==> src/rtl/assert_macros.svh <==
// ----------------------------------------------------------------------------
// assert_macros.svh
// Concurrent assertion macros shared by the stream filter RTL.
// ----------------------------------------------------------------------------
`ifndef ASSERT_MACROS_SVH
`define ASSERT_MACROS_SVH
`ifndef SYNTHESIS
// Property must hold on every clock edge outside reset.
`define SFOF_ASSERT(lbl, clk, rst_n, prop) \
	lbl: assert property (@(posedge clk) disable iff (!rst_n) (prop)) \
		else $error("sfof assertion failed");
// Expression must never be true outside reset.
`define SFOF_ASSERT_NEVER(lbl, clk, rst_n, expr) \
	lbl: assert property (@(posedge clk) disable iff (!rst_n) !(expr)) \
		else $error("sfof forbidden condition seen");
`else
`define SFOF_ASSERT(lbl, clk, rst_n, prop)
`define SFOF_ASSERT_NEVER(lbl, clk, rst_n, expr)
`endif
`endif

==> src/rtl/sfof_pkg.sv <==
// ----------------------------------------------------------------------------
// sfof_pkg
// Shared constants and controller/datapath interface types of the filter.
// ----------------------------------------------------------------------------
package sfof_pkg;

	// Table geometry.
	localparam int TABLE_DEPTH = 16;
	localparam int IDX_W       = (TABLE_DEPTH > 1) ? $clog2(TABLE_DEPTH) : 1;
	localparam int CNT_W       = $clog2(TABLE_DEPTH + 1);

	// Field widths of the item ports.
	localparam int VALUE_W = 32;
	localparam int POS_W   = 5;

	// Commands from the controller to the datapath.
	typedef struct packed {
		logic load_in;
		logic commit;
	} sfof_cmd_t;

	// Status from the datapath to the controller.
	typedef struct packed {
		logic hit;
		logic out_free;
	} sfof_sts_t;

endpackage

==> src/rtl/sfof_datapath.sv <==
// ----------------------------------------------------------------------------
// sfof_datapath
// Input register, table of distinct values with parallel compare, entry
// count and output register.
// ----------------------------------------------------------------------------
`include "assert_macros.svh"

module sfof_datapath (
	input  logic                           clk,
	input  logic                           arst_n,
	input  sfof_pkg::sfof_cmd_t            cmd,
	output sfof_pkg::sfof_sts_t            sts,
	input  logic signed [sfof_pkg::VALUE_W-1:0] sample_value,
	input  logic                           new_set,
	output logic                           out_valid,
	input  logic                           out_stall,
	output logic signed [sfof_pkg::VALUE_W-1:0] unique_value,
	output logic [sfof_pkg::POS_W-1:0]     unique_position,
	output logic                           table_overflow
);
	import sfof_pkg::*;

	logic signed [VALUE_W-1:0] sample_q;
	logic                      new_set_q;
	logic [VALUE_W-1:0]        seen_q [TABLE_DEPTH];
	logic [CNT_W-1:0]          count_q;
	logic [CNT_W-1:0]          eff_count;
	logic [TABLE_DEPTH-1:0]    match;
	logic                      full;
	logic                      out_valid_q;
	logic signed [VALUE_W-1:0] unique_value_q;
	logic [POS_W-1:0]          unique_position_q;
	logic                      table_overflow_q;

	// Capture the accepted item.
	always_ff @(posedge clk) begin
		if (cmd.load_in) begin
			sample_q  <= sample_value;
			new_set_q <= new_set;
		end
	end

	// A new set starts with an empty table.
	assign eff_count = new_set_q ? '0 : count_q;
	assign full      = (eff_count == CNT_W'(TABLE_DEPTH));

	// Compare against every entry in use at once.
	always_comb begin
		for (int i = 0; i < TABLE_DEPTH; i++) begin
			match[i] = (CNT_W'(i) < eff_count) && (seen_q[i] == sample_q);
		end
	end

	assign sts.hit      = |match;
	assign sts.out_free = !out_valid_q || !out_stall;

	// Store a new distinct value while there is room.
	always_ff @(posedge clk) begin
		if (cmd.commit && !full) begin
			seen_q[eff_count[IDX_W-1:0]] <= sample_q;
		end
	end

	// Entry count.
	always_ff @(posedge clk or negedge arst_n) begin
		if (!arst_n) begin
			count_q <= '0;
		end else if (cmd.commit) begin
			count_q <= full ? eff_count : eff_count + CNT_W'(1);
		end
	end

	// Output register and its valid flag.
	always_ff @(posedge clk or negedge arst_n) begin
		if (!arst_n) begin
			out_valid_q <= 1'b0;
		end else if (cmd.commit) begin
			out_valid_q <= 1'b1;
		end else if (!out_stall) begin
			out_valid_q <= 1'b0;
		end
	end

	always_ff @(posedge clk) begin
		if (cmd.commit) begin
			unique_value_q    <= sample_q;
			unique_position_q <= POS_W'(eff_count);
			table_overflow_q  <= full;
		end
	end

	assign out_valid       = out_valid_q;
	assign unique_value    = unique_value_q;
	assign unique_position = unique_position_q;
	assign table_overflow  = table_overflow_q;

	// The count never runs past the table size.
	`SFOF_ASSERT(a_count_range, clk, arst_n, count_q <= CNT_W'(TABLE_DEPTH))
	// A result is never written over one that is still waiting.
	`SFOF_ASSERT_NEVER(a_no_overwrite, clk, arst_n, cmd.commit && out_valid_q && out_stall)
	// A committed item shows up as a result in the next cycle.
	`SFOF_ASSERT(a_commit_shows, clk, arst_n, cmd.commit |=> out_valid_q)

endmodule

==> src/rtl/sfof_ctrl.sv <==
// ----------------------------------------------------------------------------
// sfof_ctrl
// Two-state controller: accept an item, then drop it as a repeat or commit it.
// ----------------------------------------------------------------------------
`include "assert_macros.svh"

module sfof_ctrl (
	input  logic                clk,
	input  logic                arst_n,
	input  logic                in_valid,
	output logic                in_stall,
	input  sfof_pkg::sfof_sts_t sts,
	output sfof_pkg::sfof_cmd_t cmd
);
	import sfof_pkg::*;

	typedef enum logic [1:0] {
		ST_IDLE  = 2'b01,
		ST_CHECK = 2'b10
	} state_t;

	state_t state_q;
	state_t state_d;

	// Accept only while idle.
	assign in_stall = (state_q != ST_IDLE);

	// Load strobe, next state and commit decision.
	always_comb begin
		state_d     = state_q;
		cmd.load_in = in_valid && (state_q == ST_IDLE);
		cmd.commit  = 1'b0;
		unique case (state_q)
			ST_IDLE: begin
				if (in_valid) begin
					state_d = ST_CHECK;
				end
			end
			ST_CHECK: begin
				if (sts.hit) begin
					state_d = ST_IDLE;
				end else if (sts.out_free) begin
					cmd.commit = 1'b1;
					state_d    = ST_IDLE;
				end
			end
			default: begin
				state_d = ST_IDLE;
			end
		endcase
	end

	always_ff @(posedge clk or negedge arst_n) begin
		if (!arst_n) begin
			state_q <= ST_IDLE;
		end else begin
			state_q <= state_d;
		end
	end

	// A repeat is never committed.
	`SFOF_ASSERT_NEVER(a_no_commit_on_hit, clk, arst_n, cmd.commit && sts.hit)
	// An accepted item is checked in the following cycle.
	`SFOF_ASSERT(a_load_then_check, clk, arst_n, cmd.load_in |=> (state_q == ST_CHECK))
	// Commits happen only in the check state.
	`SFOF_ASSERT(a_commit_in_check, clk, arst_n, cmd.commit |-> (state_q == ST_CHECK))

endmodule

==> src/rtl/stream_first_occurrence_filter_top.sv <==
// A passed item goes through the input register and then the output register.
// Each item is accepted, then compared and committed or dropped, before
// another is taken; a result that blocks the output register holds the commit.
// The compare against all stored entries is combinational and parallel.
// Reset clears the controller, the entry count and the output valid flag.
// ----------------------------------------------------------------------------
// stream_first_occurrence_filter_top
// Passes first occurrences of values in a set; drops repeats of stored values.
// ----------------------------------------------------------------------------
module stream_first_occurrence_filter_top (
	input  logic                                clk,
	input  logic                                arst_n,
	input  logic                                in_valid,
	output logic                                in_stall,
	input  logic signed [sfof_pkg::VALUE_W-1:0] sample_value,
	input  logic                                new_set,
	output logic                                out_valid,
	input  logic                                out_stall,
	output logic signed [sfof_pkg::VALUE_W-1:0] unique_value,
	output logic [sfof_pkg::POS_W-1:0]          unique_position,
	output logic                                table_overflow
);
	import sfof_pkg::*;

	sfof_cmd_t cmd;
	sfof_sts_t sts;

	// Sequencing.
	sfof_ctrl u_ctrl (
		.clk      (clk),
		.arst_n   (arst_n),
		.in_valid (in_valid),
		.in_stall (in_stall),
		.sts      (sts),
		.cmd      (cmd)
	);

	// Table, compare and output register.
	sfof_datapath u_datapath (
		.clk             (clk),
		.arst_n          (arst_n),
		.cmd             (cmd),
		.sts             (sts),
		.sample_value    (sample_value),
		.new_set         (new_set),
		.out_valid       (out_valid),
		.out_stall       (out_stall),
		.unique_value    (unique_value),
		.unique_position (unique_position),
		.table_overflow  (table_overflow)
	);

endmodule

==> config.mk <==
export PLATFORM = sky130hd
export DESIGN_NAME = stream_first_occurrence_filter_top
export DESIGN_NICKNAME = d
export VERILOG_FILES = /design/src/rtl/sfof_pkg.sv /design/src/rtl/sfof_datapath.sv /design/src/rtl/sfof_ctrl.sv /design/src/rtl/stream_first_occurrence_filter_top.sv
export VERILOG_INCLUDE_DIRS = /design/src /design/src/rtl
export SDC_FILE = /design/constraint.sdc
export NUM_CORES = 1
export LEC_CHECK = 0
export ABC_AREA = 1
export BUFFER_PORTS_ARGS = -buffer_cell sky130_fd_sc_hd__buf_2
export CAP_MARGIN = 5
export CORE_MARGIN = 10
export CORE_UTILIZATION = 30
export DETAILED_ROUTE_END_ITERATION = 16
export SYNTH_ARGS = -nofsm -noshare
export SYNTH_HDL_FRONTEND = slang
export SYNTH_SLANG_ARGS = --single-unit
==> constraint.sdc <==
create_clock -name clk -period 6.7 [get_ports clk]
set_input_delay 0.335 -clock clk [delete_from_list [all_inputs] [get_ports clk]]
set_output_delay 0.335 -clock clk [all_outputs]
set_load 0.02 [all_outputs]
; ---- Word level (Yosys, flattened, before mapping)
; Memories as Yosys holds them, arrays and structs flattened.
; Index checks and enable logic that the tools add are counted.
[totals]
mem_bits_rw = 512
output_inout_bits = 40
regBits = 79
memories = 1
input_bits = 37
[classes]
addsub = 1
n_eq_ne = 23
reduce_logical = 24
magnitude_cmp = 16
mux = 13
[mem_list]
columns = memory, depth, width, read_ports, rd_ports_with_merged_regs, wr, line
row1 = u_datapath.seen_q, 16, 32, 16, 0, 1, sfof_datapath.sv:25  ; logic [VALUE_W-1:0] seen_q [TABLE_DEPTH];
[op_table]
columns = cell, n
row1 = $eq A32 B32 Y1, 16
row2 = $lt A4 B5 Y1 const A, 8
row3 = $lt A3 B5 Y1 const A, 4
row4 = $logic_and A1 B1 Y1, 18
row5 = $reduce_or A16 Y1, 1
row6 = $lt A1 B5 Y1 const A, 2
row7 = $lt A2 B5 Y1 const A, 2
row8 = $mux W5, 2
row9 = $mux W1, 7
row10 = $mux W2, 3
row11 = $add A5 B1 Y5 const B, 1
row12 = $eq A5 B5 Y1 const B, 1
row13 = $ne A2 B1 Y1 const B, 2
row14 = $pmux W2 S2, 1
row15 = $logic_not A1 Y1, 3
row16 = $ne A3 B3 Y1 const B, 1
row17 = $eq A2 B1 Y1 const B, 1
row18 = $eq A2 B2 Y1 const B, 1
row19 = $ne A2 B2 Y1 const B, 1
row20 = $reduce_and A2 Y1, 1
row21 = $logic_or A1 B1 Y1, 1

; ---- Logic depth before layout (Yosys ltp)
; Gate-level depths: netlist (run 1).
[depth]
word_depth = 9
depth_mapped = 19
depth_no_buf = 17

; ---- By module
; A second synthesis (run 1) with hierarchy kept.
[hier_totals]
hier_cells = 2359
hier_area_um2 = 26221.4
[modules_own_cells]
columns = mod, instances, area_each_um2, seq_area_each_um2, cells_each
row1 = sfof_datapath, 1, 26103.8, 17656.9, 2343
row2 = sfof_ctrl, 1, 117.6, 51.3, 16

; ---- Worst setup path before layout (run 1)
; No wires, ideal clock.
[synth_path]
path_kind = reg2reg
start = register u_datapath.sample_q[4]
end = memory u_datapath.seen_q[11][0] (enable)
arrival_ns = 3.233
setup_ns = 0.421
t_required_ns = 6.279
path_stages_with_launch = 15
path_slack_ns = 3.046
n_path_buf = 2
period_less_slack_ns = 3.654
path_cell_list = edfxtp_1 -> buf_2 -> inv_2 -> buf_4 -> o22ai_1 -> nor2_1 -> nand2_1 -> nor2_1 -> nand3_1 -> nand2_1 -> nor2_1 -> nand2_2 -> nor2_8 -> nand4_1 -> nor2_1
[synth_between]
elab_chain_cells = 8
elab_cells_between_ends = 38
classes_between = eq/ne: 16 / mux: 4 / reduce/logical: 18
[synth_rtl]
columns = item, line
row1 = "start, declared", sfof_datapath.sv:23  ; logic signed [VALUE_W-1:0] sample_q;
row2 = "start signal, assigned", sfof_datapath.sv:38  ; sample_q <= sample_value;
row3 = $eq A32 B32 Y1, sfof_datapath.sv:50  ; match[i] = (CNT_W'(i) < eff_count) && (seen_q[i] == sample_q);
row4 = $logic_and A1 B1 Y1, sfof_datapath.sv:50
row5 = $reduce_or A16 Y1 (*), sfof_datapath.sv:54  ; assign sts.hit = |match;
row6 = $mux W1 (*), sfof_ctrl.sv:40  ; if (sts.hit) begin
row7 = $mux W1 (*), sfof_ctrl.sv:33  ; unique case (state_q)
row8 = $logic_and A1 B1 Y1 (*), sfof_datapath.sv:59  ; if (cmd.commit && !full) begin
row9 = $mux W1 (*), sfof_datapath.sv:59
row10 = $mux W1 (implied by the code) (*), sfof_datapath.sv:60  ; seen_q[eff_count[IDX_W-1:0]] <= sample_q;
row11 = "end, declared", sfof_datapath.sv:25
; Mark *: on every way between the ends. The rest lies on a longest branch, timed or not.

; ---- Worst setup path in the final report (run 1)
[layout_path]
start = register u_datapath.sample_q[8]
end = memory u_datapath.seen_q[10][12] (enable)
; The elaborated chain is that of the path after synthesis.

==> results of run 1 <==
[per-layer routing]
| metal | part of all wire (%) | up-vias |
|---|---|---|
| met5 | 0.036 | - |
| met3 | 6.9 | 142 |
| met2 | 47 | 575 |
| li1 | - | 7376 |
| met4 | 3.4 | 4 |
| met1 | 43 | 7889 |
[timing repair]
item                       CTS  global route
hold buffers                34             0
setup endpoints to repair    0             0
resized for setup            0             0
setup buffers                0             0
hold endpoints to repair    41             0
[area by class of cell]
| type | count | area share [%] |
|---|---|---|
| clock inverter | 21 | 0.772 |
| inverter | 222 | 2.78 |
| timing repair buffer | 153 | 3.60 |
| tap | 1144 | 4.77 |
| clock buffer | 91 | 5.67 |
| multi-input combinational | 1275 | 23.4 |
| antenna | 1 | 0.00834 |
| sequential | 591 | 59.0 |
[worst paths after layout]
check / endpoint
worst max-delay path: u_datapath.seen_q[10][12]
worst min-delay path: u_ctrl.state_q[1]
worst max register to register: u_datapath.seen_q[10][12]
worst min register to register: u_datapath.unique_value[17]
max in group asynchronous: u_ctrl.state_q[0]
min in group clk: u_datapath.out_valid
[where the power goes]
group | switching (mW) | internal, mW | leakage [nW]
registers | 0.0552 | 4.16 | 5.36
logic | 0.557 | 0.227 | 4.42
clock network | 1.46 | 1.87 | 0.924
[through the flow]
step,std cells,power (mW)
after floorplan,2153,4.75
after global placement,3351,5.06
after detailed placement,3351,5.06
after CTS,3497,8.40
after global routing,3497,8.60
final,3498,8.33
[logic make-up after synthesis]
logic type | after synthesis | synth area share, %
AND/OR/NAND/NOR | 900 | 14.2
flip-flops | 591 | 68.1
XOR/XNOR | 344 | 11.6
buffers and inverters | 287 | 5.41
AO/OA/AOI/OAI | 31 | 0.659
[state kept, by name, summed over array words and instances (netlist names)]
signal,cells
u_ctrl.state_q,2
u_datapath.table_overflow,1
u_datapath.out_valid,1
u_datapath.new_set_q,1
u_datapath.unique_position,5
u_datapath.unique_value,32
u_datapath.count_q,5
u_datapath.sample_q,32
u_datapath.seen_q,512
[synthesized netlist by cell type]
cell	count	share of area (%)
a21oi_1	3	0.058
nand4_1	65	1.6
edfxtp_1	583	67
or2_0	5	0.12
buf_6	26	1.1
nor2_2	2	0.048
nor3b_2	1	0.048
dfrtp_1	7	0.67
or2_2	3	0.072
nand3b_1	1	0.029
nand2_2	4	0.096
o221ai_1	1	0.034
nand2_4	1	0.043
xnor2_1	331	11
buf_4	34	0.98
nand3_1	39	0.75
nor3_2	2	0.077
inv_1	211	3.0
o21ai_0	14	0.27
o21ai_1	3	0.058
xor2_1	13	0.44
nor2_1	189	2.7
nor3_1	2	0.039
nor2_8	1	0.077
o22ai_1	10	0.24
buf_2	5	0.096
nand2_1	582	8.4
nand4_2	2	0.096
or2_1	1	0.024
dfstp_2	1	0.10
inv_2	11	0.16
[critical path, delay by kind of cell (launching register included)]
family | cells | cell delay [ns]
buffers and inverters | 3 | 0.62
DFF | 1 | 0.80
and+or+nand+nor | 13 | 2.52
==> out/results.ini, run 1 <==
[worst_setup_path]
crit_path_top_delay_cell = nor2_4
r2r_slack_ns = 2.31
cp_max_fo = 32
crit_type = reg2reg
cp.required_ns = 6.94
cp-start-kind = register
reg2regPathDepth = 16
crit_arrival_ns = 4.63
timing.rr.start = u_datapath.sample_q[8]
startpoint = u_datapath.sample_q[8]
crit_path_frequent_cell = nand2_1
crit_chain = buf_4 > inv_1 > nand2_1 > nand2_1 > inv_1 > nand2_1 > nor2_1 > nand2_1 > nor2_1 > nand3_1 > nand2_1 > nor2_1 > nand2_1 > nor2_8 > nand4_2 > nor2_4
critPathMaxStageDelay_ns = 0.89
end_kind = register

[floorplanning]
core_mm2 = 0.0855
die-area_mm2 = 0.0988
initial_core_util_pct = 30.4
dieHeight_um = 314
rows = 107
io_pins = 77
die_x_um = 314

[place]
place.gp.congestion = 0.877
port_buffers = 76
place_ws_ns = 2.31
dp_hpwl_mm = 46.3
placed_area_mm2 = 0.0277

[synthesis]
avgSynthCellArea_um2 = 12.1
ys_types = 31
ys_ff_latch = 591
synth_seq_area_share_pct = 68.1
synth_fp_nets = 2190
syn_area_mm2 = 0.0260
syn-instance-count = 2153
yosysWarnings = 0

[global_route]
grt_pass1_wl_mm = 108
overflow = 0
met3_usage_pct = 2.95
track_usage_pct = 14.9
use_met2_pct = 24.3
busiest_layer = met2
antenna_found_initial = 2
grt_pass1_vias = 15500
met1_usage_pct = 19.4
grt_start_max_net_pins = 36

[clocking]
clock_path_buffers = 3
clock_sinks = 591
root_buffer = clkbuf_16
htree_num_levels = 2
path_clk_slew_ns = 0.06
cts_tree = done
clk_latency_ns = 0.66
cts_made_buffers = 61

[finish]
synthToLayoutAreaGrowth_pct = 15.4
nets = 2341
fin_area_mm2 = 0.0300
multi_input_area_mm2 = 0.00701
fill_cells = 8344
fin_util_pct = 35.1
layout_common_cells = edfxtp_1 (583), nand2_1 (582), xnor2_1 (331)
final_common_cell = edfxtp_1
drive_gt1_share_pct = 10.2
seq_area_mm2 = 0.0177

[sta]
setup_viol = 0
fmax_mhz = 228
report.final.hold_viol_count = 0
finalCritPeriodShare_pct = 65.5
fin_skew_ns = 0.0472
hold_ws_ns = 0.0821
fin_ws_ns = 2.31
max_slew_margin_pct = 30.5
slew_viol_final = 0
post-route-min-period_ns = 4.39
tns_ns = 0
max_slew.worst_pin.slew_ns = 1.04
grt_setup_unrepaired = false

[routing]
wire_per_inst_um = 21.4
drcViolationCount = 0
drt-total-wl_mm = 74.8
initialDrtViolationCount = 1400
first_pass_iters = 5
avgViaCountPerCell = 4.57
postRouteAntennaNets = 0
num_vias = 16000

[worst_hold_path]
hold_path_class = in2async

[run]
drv_cap = 0

[pwr]
p_per_area_mw_per_mm2 = 278
leakage_nw = 10.7
peakVddDrop_uv = 194

[status]
status = completed

Note: power is estimated with default switching activity, not from simulation.
==> inputs of run 2 (changes only) <==
--- a/config.mk
+++ b/config.mk
@@ -6,7 +6,7 @@
 export SDC_FILE = /design/constraint.sdc
 export NUM_CORES = 1
 export LEC_CHECK = 0
-export ABC_AREA = 1
+export ABC_AREA = 0
 export BUFFER_PORTS_ARGS = -buffer_cell sky130_fd_sc_hd__buf_2
 export CAP_MARGIN = 5
 export CORE_MARGIN = 10
==> constraint.sdc (replaced) <==
create_clock -name clk -period 3.75 [get_ports clk]
set_input_delay 0.1875 -clock clk [delete_from_list [all_inputs] [get_ports clk]]
set_output_delay 0.1875 -clock clk [all_outputs]
set_load 0.02 [all_outputs]
==> run 2 against run 1 <==
  * Cell count down 20%
  * First-iteration DRC count down 31%
  * Wire length down 15%
  * Hold slack worse by 0.030 ns
  * Maximum frequency up 24%
  * Sequential share of layout area up 0.32 points
  * Non-clock buffer count up 118
  * Clock power up 66%
  * Via count down 18%
==> out/results.ini, run 2 <==
[status]
status = completed

[place]
placed_area_mm2 = 0.0277
post-place-cells = 2671
place_ws_ns = 0.241
dp_hpwl_mm = 40.6
port_buffers = 76
place.gp.congestion = 0.858

[worst_setup_path]
cp_top_family = simple AND/OR/NAND/NOR gates
cp_max_fo = 32
crit_chain = buf_4 > xor2_1 > nor4_1 > nand4_1 > or4_1 > o2111a_1 > nand3_2 > or2_1 > buf_4 > buf_12 > nor3_4 > buf_12
critPathMaxStageDelay_ns = 0.61
reg2reg_to = u_datapath.seen_q[8][10]
crit_arrival_ns = 3.91
path_buf_inv = 4
end_kind = register
r2r_slack_ns = 0.20
cp.required_ns = 4.11
timing.rr.start = u_datapath.sample_q[20]
cp-start-kind = register
crit_path_top_delay_cell = edfxtp_1
crit_type = reg2reg
reg2regPathDepth = 12

[routing]
avgViaCountPerCell = 4.64
initialDrtViolationCount = 967
first_pass_iters = 5
wire_per_inst_um = 22.7
num_vias = 13000
drt-total-wl_mm = 63.8
postRouteAntennaNets = 0
drcViolationCount = 0

[synthesis]
async_flop_share_pct = 1.35
syn-instance-count = 1449
synth_seq_area_share_pct = 72.4
yosys-top-cells-area = edfxtp_1 (72%), xor2_1 (12%), xnor2_1 (6.3%)
synth_top_cell_area_share_pct = 71.6
ys_types = 45
synthTopCellsByCount = edfxtp_1 (583), xor2_1 (336), xnor2_1 (176), nor4_1 (92), nand4_1 (53)
yosysWarnings = 0
ys_ff_latch = 591
yosysMostFrequentCell = edfxtp_1
avgSynthCellArea_um2 = 16.9
yosys.area.top_type = edfxtp_1
synth_edf_count = 583
syn_area_mm2 = 0.0244
synth_fp_nets = 1486
synthFlopType = edfxtp_1

[sta]
report.final.hold_viol_count = 0
tns_ns = 0
max_slew.worst_pin.slew_ns = 0.732
fin_skew_ns = 0.0301
fmax_mhz = 282
post-route-min-period_ns = 3.55
grt_setup_unrepaired = false
slew_viol_final = 0
setup_viol = 0
finalCritPeriodShare_pct = 94.6
max_slew_margin_pct = 51.0
fin_ws_ns = 0.202

[finish]
antenna_cells = 0
fin_cells = 2812
multi_input_area_mm2 = 0.00630
seq_area_mm2 = 0.0177
fill_cells = 7510
layout_common_cells = edfxtp_1 (583), xor2_1 (336), xnor2_1 (176)
drive_gt1_share_pct = 19.4
synthToLayoutAreaGrowth_pct = 22.0
largest_reg_flops = 512
fin_area_mm2 = 0.0298
nets = 1744
final_common_cell = edfxtp_1

[floorplanning]
core_mm2 = 0.0807
initial_core_util_pct = 30.3
io_pins = 77
die-area_mm2 = 0.0933
rows = 104
die_x_um = 305
dieHeight_um = 305

[pwr]
peakVddDrop_uv = 429
leakage_nw = 9.84
p_total_mw = 14.5
p_per_area_mw_per_mm2 = 488

[global_route]
grt_pass1_vias = 13500
grt_start_max_net_pins = 34
antenna_found_initial = 0
track_usage_pct = 13.4
grt_pass1_wl_mm = 93.9
overflow = 0

[clocking]
clk_latency_ns = 0.64
cts_tree = done
cts_made_buffers = 57
post_cts_resized = 0
cts.repair_timing.setup_buffer_count = 0
clock_path_buffers = 3
htree_num_levels = 2
root_buffer = clkbuf_16
clock_sinks = 591
path_clk_slew_ns = 0.06

[run]
drv_cap = 0

[worst_hold_path]
hold_path_class = in2async

## run 2: changes by cell type in the layout (fill, tap and decap cells not counted), moves of 60 or more
cell / delta
nand2_1: -570
xor2_1: +323
inv_1: -209
nor2_1: -166
xnor2_1: -155
nor4_1: +87
buf_12: +60
## run 2: power breakdown
part	switching (mW)	total, mW	internal [mW]
combinational	0.953	1.52	0.566
sequential	0.0786	7.49	7.41
clock	2.50	5.53	3.03
## run 2: layout make-up
class                           instances  area share, %
Sequential cell                       591           59.4
Multi-Input combinational cell        782           21.1
Timing Repair Buffer                  271           9.14
Clock buffer                           72           5.00
Tap cell                             1060           4.45
Clock inverter                         32          0.885
Inverter                                4         0.0503
## run 2: per-layer routing
layer	up-vias	track usage [%]	part of all wire, %
met5	-	0	0
li1	5871	-	-
met1	6823	17.0	43
met2	269	23.8	51
met3	81	1.74	3.4
met4	0	3.19	1.9
## run 2: logic make-up (layout without fill, tap and decap cells)
kind of cell / count (synthesis) / in the layout / synth area share [%]
AND/OR/NAND/NOR: 238 / 238 / 5.71
flip-flops: 591 / 591 / 72.4
XOR/XNOR: 512 / 512 / 18.3
AO/OA/AOI/OAI: 32 / 32 / 0.967
buffers and inverters: 76 / 379 / 2.53
## run 2: timing repair
action	in CTS	in global routing
hold buffers	37	0
endpoints found under the hold margin	44	0
setup endpoints to repair	0	0
## run 2: worst max path at each step
stage                                  from                       end  slack (ns)  cells past startpoint
detailed placement  u_datapath.sample_q[23]   u_datapath.seen_q[2][8]        0.24                     14
finish              u_datapath.sample_q[20]  u_datapath.seen_q[8][10]        0.20                     12
CTS                 u_datapath.sample_q[23]   u_datapath.seen_q[2][8]        0.21                     14
global placement    u_datapath.sample_q[23]  u_datapath.seen_q[2][17]        0.24                     14
global route         u_datapath.sample_q[9]   u_datapath.seen_q[1][8]        0.05                     10
floorplan           u_datapath.sample_q[11]   u_datapath.seen_q[1][0]       -0.65                     11
## run 2: through the flow
stage	hold slack, ns	utilization [%]
5_1_grt	0.0443	37.0
3_5_place_dp	0.0681	34.3
2_1_floorplan	-0.108	-
3_3_place_gp	0.0620	34.3
6_report	0.0521	37.0
4_1_cts	0.0324	37.0
## run 2: worst register-to-register path, delay by kind of cell (launching register included)
kind / cells / cell delay [ns]
xor+xnor: 1 / 0.12
simple gates: 6 / 1.35
compound gates: 1 / 0.32
buf+inv: 4 / 0.87
flops: 1 / 0.61
==> inputs of run 3 (changes only) <==
--- a/config.mk
+++ b/config.mk
@@ -11,6 +11,7 @@
 export CAP_MARGIN = 5
 export CORE_MARGIN = 10
 export CORE_UTILIZATION = 30
+export CTS_BUF_LIST = sky130_fd_sc_hd__clkbuf_16
 export DETAILED_ROUTE_END_ITERATION = 16
 export SYNTH_ARGS = -nofsm -noshare
 export SYNTH_HDL_FRONTEND = slang
==> run 3 against run 2 <==
  * Sequential share of layout area hardly changed
  * Wire length about the same
  * Count of clock-buffer cells in the layout decreased by 15
  * Maximum frequency fell by 0.85%
  * Cell count is the same
  * Die area is the same
  * Register-to-register slack got worse by 0.03 ns
  * Utilization barely moved
  * Critical path depth did not move
  * Flip-flop and latch count is the same
  * Worst setup slack worse by 0.031 ns
  * Largest cell class unchanged
==> out/results.ini, run 3 (synthesis gave the netlist of run 2 again) <==
[place]
port_buffers = 76
place_ws_ns = 0.241
dp_hpwl_mm = 40.6
place.gp.congestion = 0.858
placed_area_mm2 = 0.0277
post-place-cells = 2671

[worst_setup_path]
critPathMaxStageDelay_ns = 0.61
crit_arrival_ns = 3.93
cp-start-kind = register
r2r_slack_ns = 0.17
reg2reg_to = u_datapath.seen_q[2][17]
crit_path_top_delay_cell = a2111oi_2
timing.rr.start = u_datapath.sample_q[15]
crit_type = reg2reg
crit_chain = buf_12 > xor2_1 > nor4_1 > nand4_1 > nor4_1 > a2111oi_2 > nand3_1 > or2_1 > buf_4 > buf_12 > nor4_4 > buf_12
cp.required_ns = 4.10
end_kind = register
crit_path_frequent_cell = buf_12
cp_max_fo = 26
reg2regPathDepth = 12

[sta]
report.final.hold_viol_count = 0
fin_ws_ns = 0.171
setup_viol = 0
grt_setup_unrepaired = false
post-route-min-period_ns = 3.58
max_slew_margin_pct = 50.4
fmax_mhz = 279
tns_ns = 0
hold_ws_ns = 0.0530
fin_skew_ns = 0.0297
finalCritPeriodShare_pct = 95.4
max_slew.worst_pin.slew_ns = 0.741
slew_viol_final = 0

[finish]
largest_reg_flops = 512
fin_area_mm2 = 0.0298
fin_util_pct = 37.0
fill_cells = 7511
seq_area_mm2 = 0.0177
layout_common_cells = edfxtp_1 (583), xor2_1 (336), xnor2_1 (176)
drive_gt1_share_pct = 19.3
nets = 1744
synthToLayoutAreaGrowth_pct = 22.0
final_common_cell = edfxtp_1
multi_input_area_mm2 = 0.00630
antenna_cells = 0
fin_cells = 2812

[floorplanning]
io_pins = 77
die_x_um = 305
rows = 104
initial_core_util_pct = 30.3
dieHeight_um = 305
die-area_mm2 = 0.0933
core_mm2 = 0.0807

[clocking]
clk_latency_ns = 0.64
cts_made_buffers = 57
root_buffer = clkbuf_16
cts.repair_timing.setup_buffer_count = 0
path_clk_slew_ns = 0.06
clock_path_buffers = 3
cts_tree = done
clock_sinks = 591
post_cts_resized = 0
htree_num_levels = 2

[pwr]
p_total_mw = 14.5
clkPwrFrac_pct = 37.8
leakage_nw = 9.89
switchingPower_mw = 3.54
pwr-share-seq_pct = 51.7
combPwrFrac_pct = 10.5
peakVddDrop_uv = 431
p_per_area_mw_per_mm2 = 486
intPower_mw = 11.0
swShare_pct = 24.4

[global_route]
grt_start_max_net_pins = 34
grt_pass1_wl_mm = 93.9
antenna_found_initial = 0
overflow = 0
grt_pass1_vias = 13500
track_usage_pct = 13.4

[status]
status = completed

[routing]
drcViolationCount = 0
drt-total-wl_mm = 63.8
postRouteAntennaNets = 0
avgViaCountPerCell = 4.63
initialDrtViolationCount = 964
first_pass_iters = 5
wire_per_inst_um = 22.7
num_vias = 13000

[worst_hold_path]
hold_path_class = in2async

[run]
drv_cap = 0

-- run 3: changes by cell type in the layout (fill, tap and decap cells not counted) --
cell	delta
clkbuf_1	-14
inv_1	+14
clkbuf_8	-1
clkinv_1	+1
-- run 3: per-layer routing --
metal / wire (um) / up-vias / track usage, %
met3: 2120 / 81 / 1.74
li1: - / 5866 / -
met5: 0 / - / 0
met4: 1230 / 0 / 3.19
met1: 27700 / 6813 / 17.0
met2: 32800 / 265 / 23.8
-- run 3: area by class of cell --
cell class | instances | share of cell area, %
multi-input combinational | 782 | 21.1
timing repair buffer | 271 | 9.14
clock buffer | 57 | 4.78
clock inverter | 47 | 1.07
tap | 1060 | 4.45
sequential | 591 | 59.4
inverter | 4 | 0.0503
-- run 3: worst max path at each step --
stage	startpoint	endpoint	slack, ns	cells after the start
2_1_floorplan	u_datapath.sample_q[11]	u_datapath.seen_q[1][0]	-0.65	11
3_3_place_gp	u_datapath.sample_q[23]	u_datapath.seen_q[2][17]	0.24	14
3_5_place_dp	u_datapath.sample_q[23]	u_datapath.seen_q[2][8]	0.24	14
4_1_cts	u_datapath.sample_q[23]	u_datapath.seen_q[2][8]	0.21	14
5_1_grt	u_datapath.sample_q[9]	u_datapath.seen_q[1][8]	0.05	10
6_report	u_datapath.sample_q[15]	u_datapath.seen_q[2][17]	0.17	12
-- run 3: timing repair --
item | CTS | global route
setup endpoints to repair | 0 | 0
hold endpoints to repair | 44 | 0
hold buffers | 37 | 0
-- run 3: power by group through the flow --
stage	registers (mW)	clock network, mW	logic (mW)
after floorplan	7.68	0	0.756
after global placement	7.63	0	1.49
after detailed placement	7.63	0	1.50
after CTS	7.49	5.60	1.54
after global routing	7.50	5.86	1.62
final	7.49	5.48	1.52
-- run 3: critical path, delay by kind of cell (launching register included) --
family	cells	cell delay (ns)
and+or+nand+nor	6	1.25
buffers and inverters	4	0.79
AOI/OAI and AO/OA	1	0.61
DFF	1	0.40
xor gates and xnor gates	1	0.21
